===== src/rtl/ltm_pkg.sv =====
package ltm_pkg;

    // Sync and frame type characters.
    localparam logic [7:0] SYNC_DOLLAR = 8'h24;
    localparam logic [7:0] SYNC_T      = 8'h54;
    localparam logic [7:0] TYPE_GPS    = 8'h47;
    localparam logic [7:0] TYPE_ATT    = 8'h41;

    // Frame lengths include the sync pair, the type byte and the checksum.
    localparam int GPS_FRAME_LEN = 18;
    localparam int ATT_FRAME_LEN = 10;
    localparam int FRAME_OVERHEAD = 4;

    localparam logic [3:0] GPS_PAYLOAD_LEN = 4'(GPS_FRAME_LEN - FRAME_OVERHEAD);
    localparam logic [3:0] ATT_PAYLOAD_LEN = 4'(ATT_FRAME_LEN - FRAME_OVERHEAD);
    localparam int         PAYLOAD_DEPTH   = GPS_FRAME_LEN - FRAME_OVERHEAD;

    localparam logic [1:0] FIX_MASK = 2'b11;
    localparam logic [5:0] MIN_SATS_RESET = 6'd5;

    // Codes of the frame_done field.
    localparam logic [1:0] DONE_NONE = 2'd0;
    localparam logic [1:0] DONE_GPS  = 2'd1;
    localparam logic [1:0] DONE_ATT  = 2'd2;

    typedef enum logic [1:0] {
        PH_IDLE,
        PH_GOT_DOLLAR,
        PH_GOT_T,
        PH_PAYLOAD
    } ltm_phase_t;

    typedef struct packed {
        logic        accepted;
        logic [1:0]  frame_done;
        logic [31:0] latitude;
        logic [31:0] longitude;
        logic [7:0]  ground_speed;
        logic [31:0] altitude;
        logic [5:0]  satellites;
        logic [1:0]  fix_kind;
        logic [15:0] pitch_raw;
        logic [15:0] roll_raw;
        logic [15:0] heading_raw;
        logic [1:0]  status_flags;
    } ltm_result_t;

endpackage


===== src/rtl/ltm_parse_core.sv =====
module ltm_parse_core
    import ltm_pkg::*;
(
    input  logic        clk,
    input  logic        rst_n,
    input  logic        cfg_wr_en,
    input  logic [5:0]  cfg_wr_data,
    input  logic        step,
    input  logic [7:0]  byte_in,
    output ltm_result_t result
);

    ltm_phase_t  phase_reg, phase_next;
    logic        gps_frame_reg, gps_frame_next;
    logic [3:0]  count_reg, count_next;
    logic [7:0]  xor_reg, xor_next;
    logic [5:0]  min_sats_reg;
    logic [31:0] lat_reg, lat_next;
    logic [31:0] lon_reg, lon_next;
    logic [7:0]  speed_reg, speed_next;
    logic [31:0] alt_reg, alt_next;
    logic [7:0]  sats_fix_reg, sats_fix_next;
    logic [15:0] pitch_reg, pitch_next;
    logic [15:0] roll_reg, roll_next;
    logic [15:0] heading_reg, heading_next;
    logic [1:0]  sticky_reg, sticky_next;
    logic [7:0]  payload_store_reg [PAYLOAD_DEPTH];

    logic        store_we;
    logic        accepted;
    logic [1:0]  frame_done;
    logic [3:0]  payload_len;
    logic [31:0] gps_alt;

    assign payload_len = gps_frame_reg ? GPS_PAYLOAD_LEN : ATT_PAYLOAD_LEN;
    assign gps_alt = {payload_store_reg[12], payload_store_reg[11],
                      payload_store_reg[10], payload_store_reg[9]};

    always_comb
    begin
        phase_next     = phase_reg;
        gps_frame_next = gps_frame_reg;
        count_next     = count_reg;
        xor_next       = xor_reg;
        lat_next       = lat_reg;
        lon_next       = lon_reg;
        speed_next     = speed_reg;
        alt_next       = alt_reg;
        sats_fix_next  = sats_fix_reg;
        pitch_next     = pitch_reg;
        roll_next      = roll_reg;
        heading_next   = heading_reg;
        sticky_next    = sticky_reg;
        store_we       = 1'b0;
        accepted       = 1'b1;
        frame_done     = DONE_NONE;

        unique case (phase_reg)
            PH_IDLE:
            begin
                if (byte_in == SYNC_DOLLAR)
                    phase_next = PH_GOT_DOLLAR;
            end
            PH_GOT_DOLLAR:
            begin
                // Any other byte keeps the parser waiting for the T.
                if (byte_in == SYNC_T)
                    phase_next = PH_GOT_T;
            end
            PH_GOT_T:
            begin
                if (byte_in == TYPE_GPS || byte_in == TYPE_ATT)
                begin
                    phase_next     = PH_PAYLOAD;
                    gps_frame_next = (byte_in == TYPE_GPS);
                    count_next     = '0;
                end
                else
                begin
                    phase_next = PH_IDLE;
                    accepted   = 1'b0;
                end
            end
            PH_PAYLOAD:
            begin
                xor_next = (count_reg == '0) ? byte_in : (xor_reg ^ byte_in);
                if (count_reg >= payload_len)
                begin
                    // This is the checksum byte.
                    phase_next = PH_IDLE;
                    if (xor_next == '0)
                    begin
                        if (gps_frame_reg)
                        begin
                            lat_next = {payload_store_reg[3], payload_store_reg[2],
                                        payload_store_reg[1], payload_store_reg[0]};
                            lon_next = {payload_store_reg[7], payload_store_reg[6],
                                        payload_store_reg[5], payload_store_reg[4]};
                            speed_next    = payload_store_reg[8];
                            alt_next      = gps_alt;
                            sats_fix_next = payload_store_reg[13];
                            if (payload_store_reg[13][7:2] >= min_sats_reg)
                                sticky_next[0] = 1'b1;
                            if ($signed(gps_alt) > 0)
                                sticky_next[1] = 1'b1;
                            frame_done = DONE_GPS;
                        end
                        else
                        begin
                            pitch_next   = {payload_store_reg[1], payload_store_reg[0]};
                            roll_next    = {payload_store_reg[3], payload_store_reg[2]};
                            heading_next = {payload_store_reg[5], payload_store_reg[4]};
                            frame_done   = DONE_ATT;
                        end
                    end
                    else
                    begin
                        accepted = 1'b0;
                    end
                end
                else
                begin
                    store_we   = 1'b1;
                    count_next = count_reg + 4'd1;
                end
            end
            default:
            begin
                phase_next = PH_IDLE;
            end
        endcase
    end

    always_comb
    begin
        result.accepted     = accepted;
        result.frame_done   = frame_done;
        result.latitude     = lat_next;
        result.longitude    = lon_next;
        result.ground_speed = speed_next;
        result.altitude     = alt_next;
        result.satellites   = sats_fix_next[7:2];
        result.fix_kind     = sats_fix_next[1:0] & FIX_MASK;
        result.pitch_raw    = pitch_next;
        result.roll_raw     = roll_next;
        result.heading_raw  = heading_next;
        result.status_flags = sticky_next;
    end

    always_ff @(posedge clk or negedge rst_n)
    begin
        if (!rst_n)
        begin
            min_sats_reg <= MIN_SATS_RESET;
        end
        else if (cfg_wr_en)
        begin
            min_sats_reg <= cfg_wr_data;
        end
    end

    always_ff @(posedge clk or negedge rst_n)
    begin
        if (!rst_n)
        begin
            phase_reg     <= PH_IDLE;
            gps_frame_reg <= 1'b0;
            count_reg     <= '0;
            xor_reg       <= '0;
            lat_reg       <= '0;
            lon_reg       <= '0;
            speed_reg     <= '0;
            alt_reg       <= '0;
            sats_fix_reg  <= '0;
            pitch_reg     <= '0;
            roll_reg      <= '0;
            heading_reg   <= '0;
            sticky_reg    <= '0;
        end
        else if (step)
        begin
            phase_reg     <= phase_next;
            gps_frame_reg <= gps_frame_next;
            count_reg     <= count_next;
            xor_reg       <= xor_next;
            lat_reg       <= lat_next;
            lon_reg       <= lon_next;
            speed_reg     <= speed_next;
            alt_reg       <= alt_next;
            sats_fix_reg  <= sats_fix_next;
            pitch_reg     <= pitch_next;
            roll_reg      <= roll_next;
            heading_reg   <= heading_next;
            sticky_reg    <= sticky_next;
        end
    end

    // The store is only read for entries written by the current frame.
    always_ff @(posedge clk)
    begin
        if (step && store_we)
            payload_store_reg[count_reg] <= byte_in;
    end

endmodule


===== src/rtl/ltm_telemetry_frame_parser.sv =====
// The result for an accepted input word is registered in the output register or,
// under a stall, in the skid stage; one result word is produced for every input word.
// Throughput: one word per cycle unless in_stall; the parser state updates per byte.
// Reset (rst_n low, asynchronous): parser idle hunting for the dollar sign, held
// record and sticky flags cleared, satellite threshold set to 5, output empty.
module ltm_telemetry_frame_parser
    import ltm_pkg::*;
(
    input  logic               clk,
    input  logic               rst_n,

    // Configuration: satellite threshold for the sticky fix flag.
    input  logic               cfg_wr_en,
    input  logic [5:0]         cfg_wr_data,

    // Input channel: one received byte per word.
    input  logic               in_valid,
    output logic               in_stall,
    input  logic [7:0]         byte_in,

    // Output channel: one result word per input word.
    output logic               out_valid,
    input  logic               out_stall,
    output logic               accepted,
    output logic [1:0]         frame_done,
    output logic signed [31:0] latitude,
    output logic signed [31:0] longitude,
    output logic [7:0]         ground_speed,
    output logic signed [31:0] altitude,
    output logic [5:0]         satellites,
    output logic [1:0]         fix_kind,
    output logic [15:0]        pitch_raw,
    output logic [15:0]        roll_raw,
    output logic [15:0]        heading_raw,
    output logic [1:0]         status_flags
);

    ltm_result_t result;

    logic        in_fire;
    logic        out_fire;
    logic        out_free;

    logic        out_valid_reg, out_valid_next;
    ltm_result_t out_data_reg, out_data_next;
    logic        skid_valid_reg, skid_valid_next;
    ltm_result_t skid_data_reg, skid_data_next;

    // The skid stage makes the input stall a plain register, so the stall from
    // downstream never reaches the upstream side in the same cycle. The input
    // stalls only while the skid stage holds a word.
    assign in_stall = skid_valid_reg;
    assign in_fire  = in_valid && !skid_valid_reg;
    assign out_fire = out_valid_reg && !out_stall;
    assign out_free = !out_valid_reg || out_fire;

    // The parser core advances its state on every accepted byte and presents
    // the result for that byte combinationally.
    ltm_parse_core u_core (
        .clk         (clk),
        .rst_n       (rst_n),
        .cfg_wr_en   (cfg_wr_en),
        .cfg_wr_data (cfg_wr_data),
        .step        (in_fire),
        .byte_in     (byte_in),
        .result      (result)
    );

    always_comb
    begin
        out_valid_next  = out_valid_reg;
        out_data_next   = out_data_reg;
        skid_valid_next = skid_valid_reg;
        skid_data_next  = skid_data_reg;

        if (out_free)
        begin
            if (skid_valid_reg)
            begin
                // The older word in the skid stage goes out first.
                out_valid_next  = 1'b1;
                out_data_next   = skid_data_reg;
                skid_valid_next = 1'b0;
            end
            else
            begin
                out_valid_next = in_fire;
                if (in_fire)
                    out_data_next = result;
            end
        end
        else if (in_fire)
        begin
            // Output is held by a stall, so park the new word.
            skid_valid_next = 1'b1;
            skid_data_next  = result;
        end
    end

    always_ff @(posedge clk or negedge rst_n)
    begin
        if (!rst_n)
        begin
            out_valid_reg  <= 1'b0;
            skid_valid_reg <= 1'b0;
        end
        else
        begin
            out_valid_reg  <= out_valid_next;
            skid_valid_reg <= skid_valid_next;
        end
    end

    always_ff @(posedge clk)
    begin
        out_data_reg  <= out_data_next;
        skid_data_reg <= skid_data_next;
    end

    assign out_valid    = out_valid_reg;
    assign accepted     = out_data_reg.accepted;
    assign frame_done   = out_data_reg.frame_done;
    assign latitude     = $signed(out_data_reg.latitude);
    assign longitude    = $signed(out_data_reg.longitude);
    assign ground_speed = out_data_reg.ground_speed;
    assign altitude     = $signed(out_data_reg.altitude);
    assign satellites   = out_data_reg.satellites;
    assign fix_kind     = out_data_reg.fix_kind;
    assign pitch_raw    = out_data_reg.pitch_raw;
    assign roll_raw     = out_data_reg.roll_raw;
    assign heading_raw  = out_data_reg.heading_raw;
    assign status_flags = out_data_reg.status_flags;

endmodule

===== config.mk =====
export PLATFORM = sky130hd
export DESIGN_NAME = ltm_telemetry_frame_parser
export DESIGN_NICKNAME = d
export VERILOG_FILES = /design/src/rtl/ltm_pkg.sv /design/src/rtl/ltm_parse_core.sv /design/src/rtl/ltm_telemetry_frame_parser.sv
export SDC_FILE = /design/constraint.sdc
export NUM_CORES = 1
export LEC_CHECK = 0
export BUFFER_PORTS_ARGS = -buffer_cell sky130_fd_sc_hd__buf_2
export CORE_MARGIN = 2
export CORE_UTILIZATION = 53
export DETAILED_ROUTE_END_ITERATION = 16
export GPL_TIMING_DRIVEN = 1
export PLACE_DENSITY_LB_ADDON = 0.15
export SYNTH_ARGS = -nofsm -noshare
export SYNTH_HDL_FRONTEND = slang
export SYNTH_HIERARCHICAL = 1
export SYNTH_SLANG_ARGS = --single-unit

===== constraint.sdc =====
create_clock -name clk -period 11 [get_ports clk]
set_input_delay 2.2 -clock clk [delete_from_list [all_inputs] [get_ports clk]]
set_output_delay 2.2 -clock clk [all_outputs]
set_load 0.1 [all_outputs]

==> results of run 1 <==
cell families (layout without fill, tap and decap cells):
group	count (synthesis)	count (layout)	synth area share (%)
xor+xnor	3	3	0.104
simple gates	97	97	2.29
flops	627	627	70.6
buf+inv	78	322	1.72
mux	491	491	23.2
compound gates	55	55	1.49
fa+ha+maj	11	11	0.543
worst register-to-register path, delay by kind of cell, from the launching register on:
family | cells | cell delay (ns)
AO/OA/AOI/OAI | 1 | 0.94
adder cells (fa/ha/maj) | 1 | 0.30
multiplexers | 2 | 0.85
buffers and inverters | 2 | 0.91
flip-flops | 1 | 0.43
AND/OR/NAND/NOR | 3 | 1.65
placed cells by master, fill, tap and decap left out, drive strengths merged, types with 4 or more instances in the layout:
cell,Yosys,layout
o21ai,14,14
and3,8,8
nor2,11,11
nor2b,10,10
and2,8,8
a21oi,14,14
ha,11,11
nand4,9,9
nor3,5,5
nor4,8,8
a31oi,4,4
nand2,13,13
clkinv,0,26
mux2,490,490
buf,55,196
dfrtp,183,183
bufinv,0,8
edfxtp,442,442
inv,10,12
clkbuf,13,78
nand3,8,8
nor4b,4,4
o21bai,5,5
power breakdown:
group,internal (mW),leakage (nW),switching [mW],total (mW)
Clock,1.28,1.04,0.877,2.15
Combinational,0.0878,4.44,0.468,0.556
Sequential,2.62,6.77,0.0313,2.65
Total,3.98,12.3,1.38,5.36
layout make-up:
type                    instances  area (sq um)  area share [%]
flip-flops and latches        627         17900            61.9
multi-input cells             657          7050            24.4
clock buffers                  77          1700            5.88
repair buffers                197          1050            3.63
well taps                     615           769            2.66
clock inverters                38           395            1.37
inverters                      10          37.5           0.130
metal layers:
| layer | vias up | routed length, um | global-route usage, % |
|---|---|---|---|
| li1 | 5613 | - | - |
| met1 | 6581 | 24100 | 30.2 |
| met2 | 256 | 23900 | 32.7 |
| met3 | 50 | 1970 | 3.36 |
| met4 | 0 | 680 | 4.11 |
| met5 | - | 0 | 0 |
stage by stage:
stage / hold WS, ns / instance area (sq um)
final: 0.471 / 28900
after global routing: 0.500 / 28900
after CTS: 0.474 / 28900
after detailed placement: 0.460 / 26800
after global placement: 0.453 / 26800
after floorplan: 0.437 / 25400
worst paths after layout:
kind                                       from              endpoint  slack (ns)  depth (start not counted)
max in group asynchronous                 rst_n  u_core/pitch_reg[15]        8.02                          2
max                                  byte_in[7]          altitude[10]        5.08                          8
min                        u_core/sticky_reg[1]  u_core/sticky_reg[1]        0.47                          1
min in group asynchronous                 rst_n    u_core/lat_reg[13]        1.54                          1
max reg2reg                 u_core/count_reg[1]          altitude[10]        5.67                          9
min reg2reg                u_core/sticky_reg[1]  u_core/sticky_reg[1]        0.47                          1
==> results.toml, run 1 <==
[routing]
wire_per_inst_um = 22.8
first_pass_iters = 5
ant_nets = 0
via_per_inst = 5.63
drt_iter0_drc = 811
drc = 0
vias = 12500
drt-total-wl_mm = 50.6

[setup_path]
startpoint_type = "primary input"
cp_data_arrival_time_ns = 6.28
slowest_delay_ns = 0.92
cp_max_fo = 75
crit_family = "buffers and inverters"
cp.buffers_inverters = 2
slowest_stage = "nand4_4"
required_ns = 11.36
worstSetupPathType = "primary input to flip-flop"
crit_chain = "buf_2 > nor4bb_1 > a31oi_1 > o32ai_1 > nand4_4 > buf_4 > mux2_1 > mux2_4"
cp-end-kind = "flip-flop"

[synth]
ys_types = 54
yosysSeqAreaShare_pct = 70.6
synth_top_cell_by_area = "edfxtp_1"
synth_area_leaders = "edfxtp_1, dfrtp_1, mux2_2, mux2_1, mux2_4"
syn-cell-area_sq_um = 25300
ys.warnings.count = 6
synth_top_area_share_pct = 52.4
synth_edf_count = 442
syn_inst = 1362
ys_ff_latch = 627
syn_nets = 1392
yosys-top-cells-count = "edfxtp_1, mux2_2, dfrtp_1"
ys.flop_type = "edfxtp_1"
yosysMostFrequentCell = "edfxtp_1"
syn_area_per_cell_sq_um = 18.6
async_flop_share_pct = 29.5

[final_layout]
fill_cells = 3546
nets = 1584
antenna_cells = 0
final_core_util_pct = 60.9
area_growth_syn_to_layout_pct = 14.1
largest_reg_flops = 165
final_layout_size_suffix_gt1_share_pct = 39.8
instances_no_fill = 2221

[clock_tree]
clkLatencyLatePin_ns = 0.61
clk_pin_slew_worst_paths_ns = 0.06
cts_tree = "yes"
hold_buffers = 0
cts_resized = 0
root_buffer = "clkbuf_16"
cts_sinks = 627
htree_levels = 2
cts_setup_buffers = 0
cts_buffers = 61
clockBufferDepth = 3

[global_routing]
track_usage_pct = 20.5
grt_max_degree = 151
antenna_found_initial = 1
grt_overflow_total = 0
grt_first_pass_wirelength_mm = 77.7
grt_pass1_vias = 12960

[timing]
fin_ws_ns = 5.08
finalCritPeriodShare_pct = 53.8
slew_viol_final = 0
setup_viol = 0
rsz0062_at_grt = "no"
layout_min_cycle_time_ns = 5.92
worst_pin_slew_ns = 1.17
setup_tns_ns = 0
finalHoldViolCount = 0
relSlewSlack_pct = 22.2
fmax_mhz = 169
fin_skew_ns = 0.0133

[worst_hold_path]
hold_class = "flip-flop to flip-flop"

[run]
maxCapViolCount = 0

[place]
dp_cells = 2106
place_congestion = 0.735
io_buffers = 185
dpl.hpwl_mm = 28.3
pre_cts_ws_ns = 4.44

[floorplan]
row_count = 80
die_w_um = 223
ios = 186
fp.dieH_um = 223
coreArea_sq_um = 47400
start_util_pct = 53.4
die_area_sq_um = 49600

[pwr]
leakagePower_nw = 12.3
report.power.total_mw = 5.36
vdd_drop_max_uv = 127
powerDensity_nw_per_um2 = 185

[outcome]
status = "finished clean"
Power figures use the tool's default switching activity.
==> inputs of run 2 (changes only) <==
- ABC_AREA: default -> 1
- clock period: 11 -> 5 ns (I/O delays scaled with it)
==> run 2 against run 1 <==
  * Global-route usage up 3.6 points
  * Cell count up 63%
  * Critical path depth up 5
  * Die area up 7.7%
  * Count of clock-buffer cells in the layout up 13
  * Core utilization down 0.85 points
  * Via count up 51%
  * Sequential power up 130%
  * Combinational power rose to 3.3 times the previous value
  * Critical endpoint is now altitude[16]
  * Largest cell class unchanged
  * Largest power group unchanged
  * Highest routed layer unchanged
==> results.toml, run 2 <==
[timing]
fin_ws_ns = 1.48
fin_skew_ns = 0.0161
relSlewSlack_pct = 22.6
finalCritPeriodShare_pct = 70.4
worst_pin_slew_ns = 1.16
fmax_mhz = 284
setup_tns_ns = 0
rsz0062_at_grt = "no"
layout_min_cycle_time_ns = 3.52
slew_viol_final = 0
setup_viol = 0
finalHoldViolCount = 0

[floorplan]
start_util_pct = 53.4
row_count = 83
coreArea_sq_um = 51200
die_w_um = 231
fp.dieH_um = 231
ios = 186
die_area_sq_um = 53400

[routing]
ant_nets = 0
first_pass_iters = 5
drt_iter0_drc = 1611
drt-total-wl_mm = 63.5
drc = 0
wire_per_inst_um = 17.5
via_per_inst = 5.19
vias = 18834

[pwr]
vdd_drop_max_uv = 302
leakagePower_nw = 14.5
report.power.total_mw = 12.5
powerDensity_nw_per_um2 = 406

[synth]
syn_inst = 2746
syn-cell-area_sq_um = 27300
synth_area_leaders = "edfxtp_1, dfrtp_1, nand2_1, nand3_1, inv_1"
syn_nets = 2776
synth_top_area_share_pct = 48.6
synth_edf_count = 442
yosysMostFrequentCell = "nand2_1"
async_flop_share_pct = 29.5
ys.warnings.count = 6
ys_ff_latch = 627
ys.flop_type = "edfxtp_1"
ys_types = 33
yosys-top-cells-count = "nand2_1, edfxtp_1, inv_1"
syn_area_per_cell_sq_um = 9.95
yosysSeqAreaShare_pct = 65.5
synth_top_cell_by_area = "edfxtp_1"

[global_routing]
grt_max_degree = 115
grt_first_pass_wirelength_mm = 101
antenna_found_initial = 0
grt_pass1_vias = 18628
grt_overflow_total = 0
track_usage_pct = 24.1

[clock_tree]
clkLatencyLatePin_ns = 0.59
clk_pin_slew_worst_paths_ns = 0.06
htree_levels = 3
cts_tree = "yes"
cts_resized = 0
hold_buffers = 0
clockBufferDepth = 3
cts_setup_buffers = 0
cts_buffers = 66
root_buffer = "clkbuf_16"
cts_sinks = 627

[worst_hold_path]
hold_class = "flip-flop to flip-flop"
hold_depth = 2
hp-start = "u_core/sticky_reg[0]"
hold_path_end = "u_core/sticky_reg[0]"

[setup_path]
required_ns = 5.32
r2r-end = "altitude[16]"
r2r_cells = 13
cp_data_arrival_time_ns = 3.84
reg2reg_from = "u_core/count_reg[0]"
startpoint_type = "flip-flop"
worstSetupPathType = "flip-flop to flip-flop"
cp_max_fo = 83
cp-end-kind = "flip-flop"
r2r_slack_ns = 1.48

[final_layout]
final_common_cell = "nand2_1"
final_core_util_pct = 60.1
antenna_cells = 0
nets = 2929
layout_common_cells = "nand2_1, edfxtp_1, inv_1"
final_layout_size_suffix_gt1_share_pct = 12.0
instances_no_fill = 3630
largest_reg_flops = 165
area_growth_syn_to_layout_pct = 12.6

[place]
dpl.hpwl_mm = 36.8
place_congestion = 0.828
dp_cells = 3511
pre_cts_ws_ns = 0.920
io_buffers = 185

[run]
maxCapViolCount = 0

[outcome]
status = "finished clean"
run 2: cell types whose count changed after synthesis, moves of 11 or more:
cell / previous run / this run
mux2_1: 156 / 0
nor3_1: 5 / 17
nor2_1: 11 / 25
clkbuf_1: 13 / 48
and2_1: 8 / 159
nand3_1: 8 / 305
mux2_2: 239 / 1
nand2_1: 13 / 1077
buf_2: 24 / 41
inv_1: 10 / 321
mux2_4: 95 / 0
buf_6: 13 / 24
nand3_2: 0 / 30
run 2: power breakdown:
part	switching [mW]	total [mW]	leakage, nW	internal [mW]
logic	1.56	1.86	6.78	0.295
registers	0.117	5.97	6.76	5.86
clock network	1.97	4.66	1.00	2.69
run 2: area by class of cell:
class	instances	area (sq um)
multi-input cells	1667	7500
inverters	323	1230
flip-flops and latches	627	17900
well taps	680	851
fillers	4243	20400
clock buffers	90	1850
clock inverters	29	191
repair buffers	214	1240
run 2: critical path, cell delays in order, from the launching register on:
cell,delay [ns]
dfrtp_1,0.41
inv_1,0.14
ha_1,0.43
nand2_4,0.16
nand2_1,0.10
nand2_1,0.06
nor2_1,0.12
nand2_1,0.10
nor2_4,0.18
buf_4,0.87
nand3_1,0.25
and2_1,0.26
nand2_1,0.06
nand2_1,0.08
run 2: worst max path at each step:
stage / from / to / depth (start not counted)
after floorplan: in_stall / accepted / 4
after global placement: byte_in[6] / altitude[13] / 14
after detailed placement: byte_in[6] / altitude[13] / 14
after CTS: u_core/count_reg[0] / altitude[13] / 13
after global routing: u_core/count_reg[0] / altitude[16] / 13
final: u_core/count_reg[0] / altitude[16] / 13
run 2: stage by stage:
| step | instance area, sq um | hold WS, ns |
|---|---|---|
| finish | 30800 | 0.456 |
| global placement | 28700 | 0.443 |
| CTS | 30800 | 0.463 |
| floorplan | 27300 | 0.427 |
| detailed placement | 28700 | 0.449 |
| global route | 30800 | 0.490 |
run 2: routing by layer:
metal	wire, um	GRT usage [%]	up-vias
met2	30200	39.3	557
li1	-	-	9061
met5	0	0	-
met3	3530	3.60	70
met1	28500	33.7	9146
met4	1320	7.64	0
run 2: logic make-up after synthesis:
kind of cell,count (synthesis),synth area share (%)
xor gates and xnor gates,2,0.0641
DFF,627,65.5
adders and majority gates,11,0.504
AOI/OAI and AO/OA,31,0.618
buffers and inverters,452,7.23
muxes,1,0.0412
and+or+nand+nor,1622,26.0
==> inputs of run 3 (changes only) <==
- ABC_AREA: 1 -> 0
- clock period: 5 -> 3.4 ns (I/O delays scaled with it)
==> run 3 against run 2 <==
  * Worst setup slack got worse by 1.4 ns
  * First-iteration DRC count fell by 44%
  * Sequential share of layout area rose by 2.6 points
  * Clock power rose by 50%
  * Global-route usage fell by 3.0 points
  * Wire length fell by 17%
  * Critical path depth fell by 2
==> results.toml, run 3 (same netlist as run 1, synthesis figures left out) <==
[clock_tree]
cts_buffers = 66
clkLatencyLatePin_ns = 0.59
clk_pin_slew_worst_paths_ns = 0.06
htree_levels = 3
cts_tree = "yes"
clockBufferDepth = 3
root_buffer = "clkbuf_16"
cts_sinks = 627
hold_buffers = 0

[setup_path]
crit_family = "compound AO/OA/AOI/OAI gates"
cp.buffers_inverters = 4
startpoint_type = "flip-flop"
cp-end-kind = "flip-flop"
cp_max_fo = 22
slowest_stage = "or3b_4"
setup.worst_path.start = "u_core/count_reg[0]"
r2r_cells = 11
slowest_delay_ns = 0.41
r2r_slack_ns = 0.07
reg2reg_from = "u_core/count_reg[0]"
worstSetupPathType = "flip-flop to flip-flop"
cp_data_arrival_time_ns = 3.66
crit_chain = "inv_1 > ha_2 > or3b_4 > a221o_1 > a2111oi_4 > buf_4 > nand4_4 > buf_12 > clkbuf_16 > mux2_1 > mux2_4"
r2r-end = "longitude[18]"
required_ns = 3.73

[run]
maxCapViolCount = 0

[global_routing]
grt_first_pass_wirelength_mm = 79.2
grt_max_degree = 103
grt_overflow_total = 0
grt_pass1_vias = 13143
antenna_found_initial = 4
track_usage_pct = 21.2

[floorplan]
coreArea_sq_um = 47400
die_w_um = 223
start_util_pct = 53.4
fp.dieH_um = 223
row_count = 80
ios = 186
die_area_sq_um = 49600

[routing]
vias = 12803
via_per_inst = 5.63
drt-total-wl_mm = 52.8
first_pass_iters = 5
drt_iter0_drc = 903
wire_per_inst_um = 23.2
ant_nets = 0
drc = 0

[timing]
fin_hold_ws_ns = 0.155
slew_viol_final = 0
finalHoldViolCount = 0
fmax_mhz = 300
layout_min_cycle_time_ns = 3.33
relSlewSlack_pct = 49.2
rsz0062_at_grt = "yes"
fin_skew_ns = 0.0257
worst_pin_slew_ns = 0.762
setup_viol = 0
finalCritPeriodShare_pct = 98.1

[final_layout]
final_common_cell = "edfxtp_1"
final_layout_size_suffix_gt1_share_pct = 41.7
antenna_cells = 0
nets = 1638
largest_reg_flops = 165
area_growth_syn_to_layout_pct = 16.2
layout_common_cells = "edfxtp_1, mux2_2, buf_2"

[outcome]
status = "finished clean"

[worst_hold_path]
hold_class = "primary input to asynchronous set/reset pin"

[pwr]
report.power.total_mw = 17.4
vdd_drop_max_uv = 397
leakagePower_nw = 12.6
powerDensity_nw_per_um2 = 590

[place]
place_congestion = 0.772
io_buffers = 185
dpl.hpwl_mm = 30.5
-- run 3: cell count changes in the layout (fill, tap and decap cells not counted), sizes merged, moves of 29 or more --
cell	delta
nand2	-1065
mux2	+489
nand3	-327
inv	-314
and2	-151
buf	+29
-- run 3: worst max-delay path by stage --
stage | slack, ns | cells past startpoint | endpoint
2_1_floorplan | -0.63 | 4 | accepted
3_3_place_gp | 0.07 | 9 | longitude[6]
3_5_place_dp | -0.03 | 9 | longitude[3]
4_1_cts | 0.05 | 10 | longitude[3]
5_1_grt | -0.03 | 11 | longitude[6]
6_report | 0.07 | 11 | longitude[18]
-- run 3: layout make-up --
| type | instances | area, sq um |
|---|---|---|
| Multi-Input combinational cell | 657 | 7060 |
| Tap cell | 615 | 769 |
| Fill cell | 3496 | 18000 |
| Timing Repair Buffer | 246 | 1580 |
| Clock inverter | 16 | 114 |
| Clock buffer | 104 | 2000 |
| Sequential cell | 627 | 17900 |
| Inverter | 10 | 37.5 |
-- run 3: per-layer routing --
| layer | vias to the layer above | track usage [%] | share of wire [%] |
|---|---|---|---|
| li1 | 5715 | - | - |
| met1 | 6700 | 30.6 | 46 |
| met2 | 311 | 33.2 | 47 |
| met3 | 71 | 3.72 | 4.7 |
| met4 | 6 | 6.32 | 1.8 |
| met5 | - | 0 | 0.055 |
-- run 3: repair_timing --
action | in CTS | in global routing
resized for setup | 1 | 12
buffers inserted | 1 | 3
pin swaps | 2 | 2
gates cloned | 0 | 4
endpoints found under the setup margin | 12 | 126
-- run 3: power breakdown --
group	internal (mW)	switching [mW]
logic	0.309	1.53
registers	8.46	0.0956
clock network	4.12	2.86
total	12.9	4.48
-- run 3: metrics by stage --
stage | TNS, ns | cells | util (%) | setup WS (ns) | instance area (sq um)
CTS | 0 | 2268 | 61.8 | 0.0503 | 29300
detailed placement | -0.153 | 2147 | 57.4 | -0.0269 | 27200
global placement | 0 | 2147 | 57.4 | 0.0652 | 27200
finish | 0 | 2275 | 62.1 | 0.0654 | 29500
floorplan | -166.33 | 1362 | - | -0.634 | 25400
global route | -0.451 | 2275 | 62.1 | -0.0293 | 29500
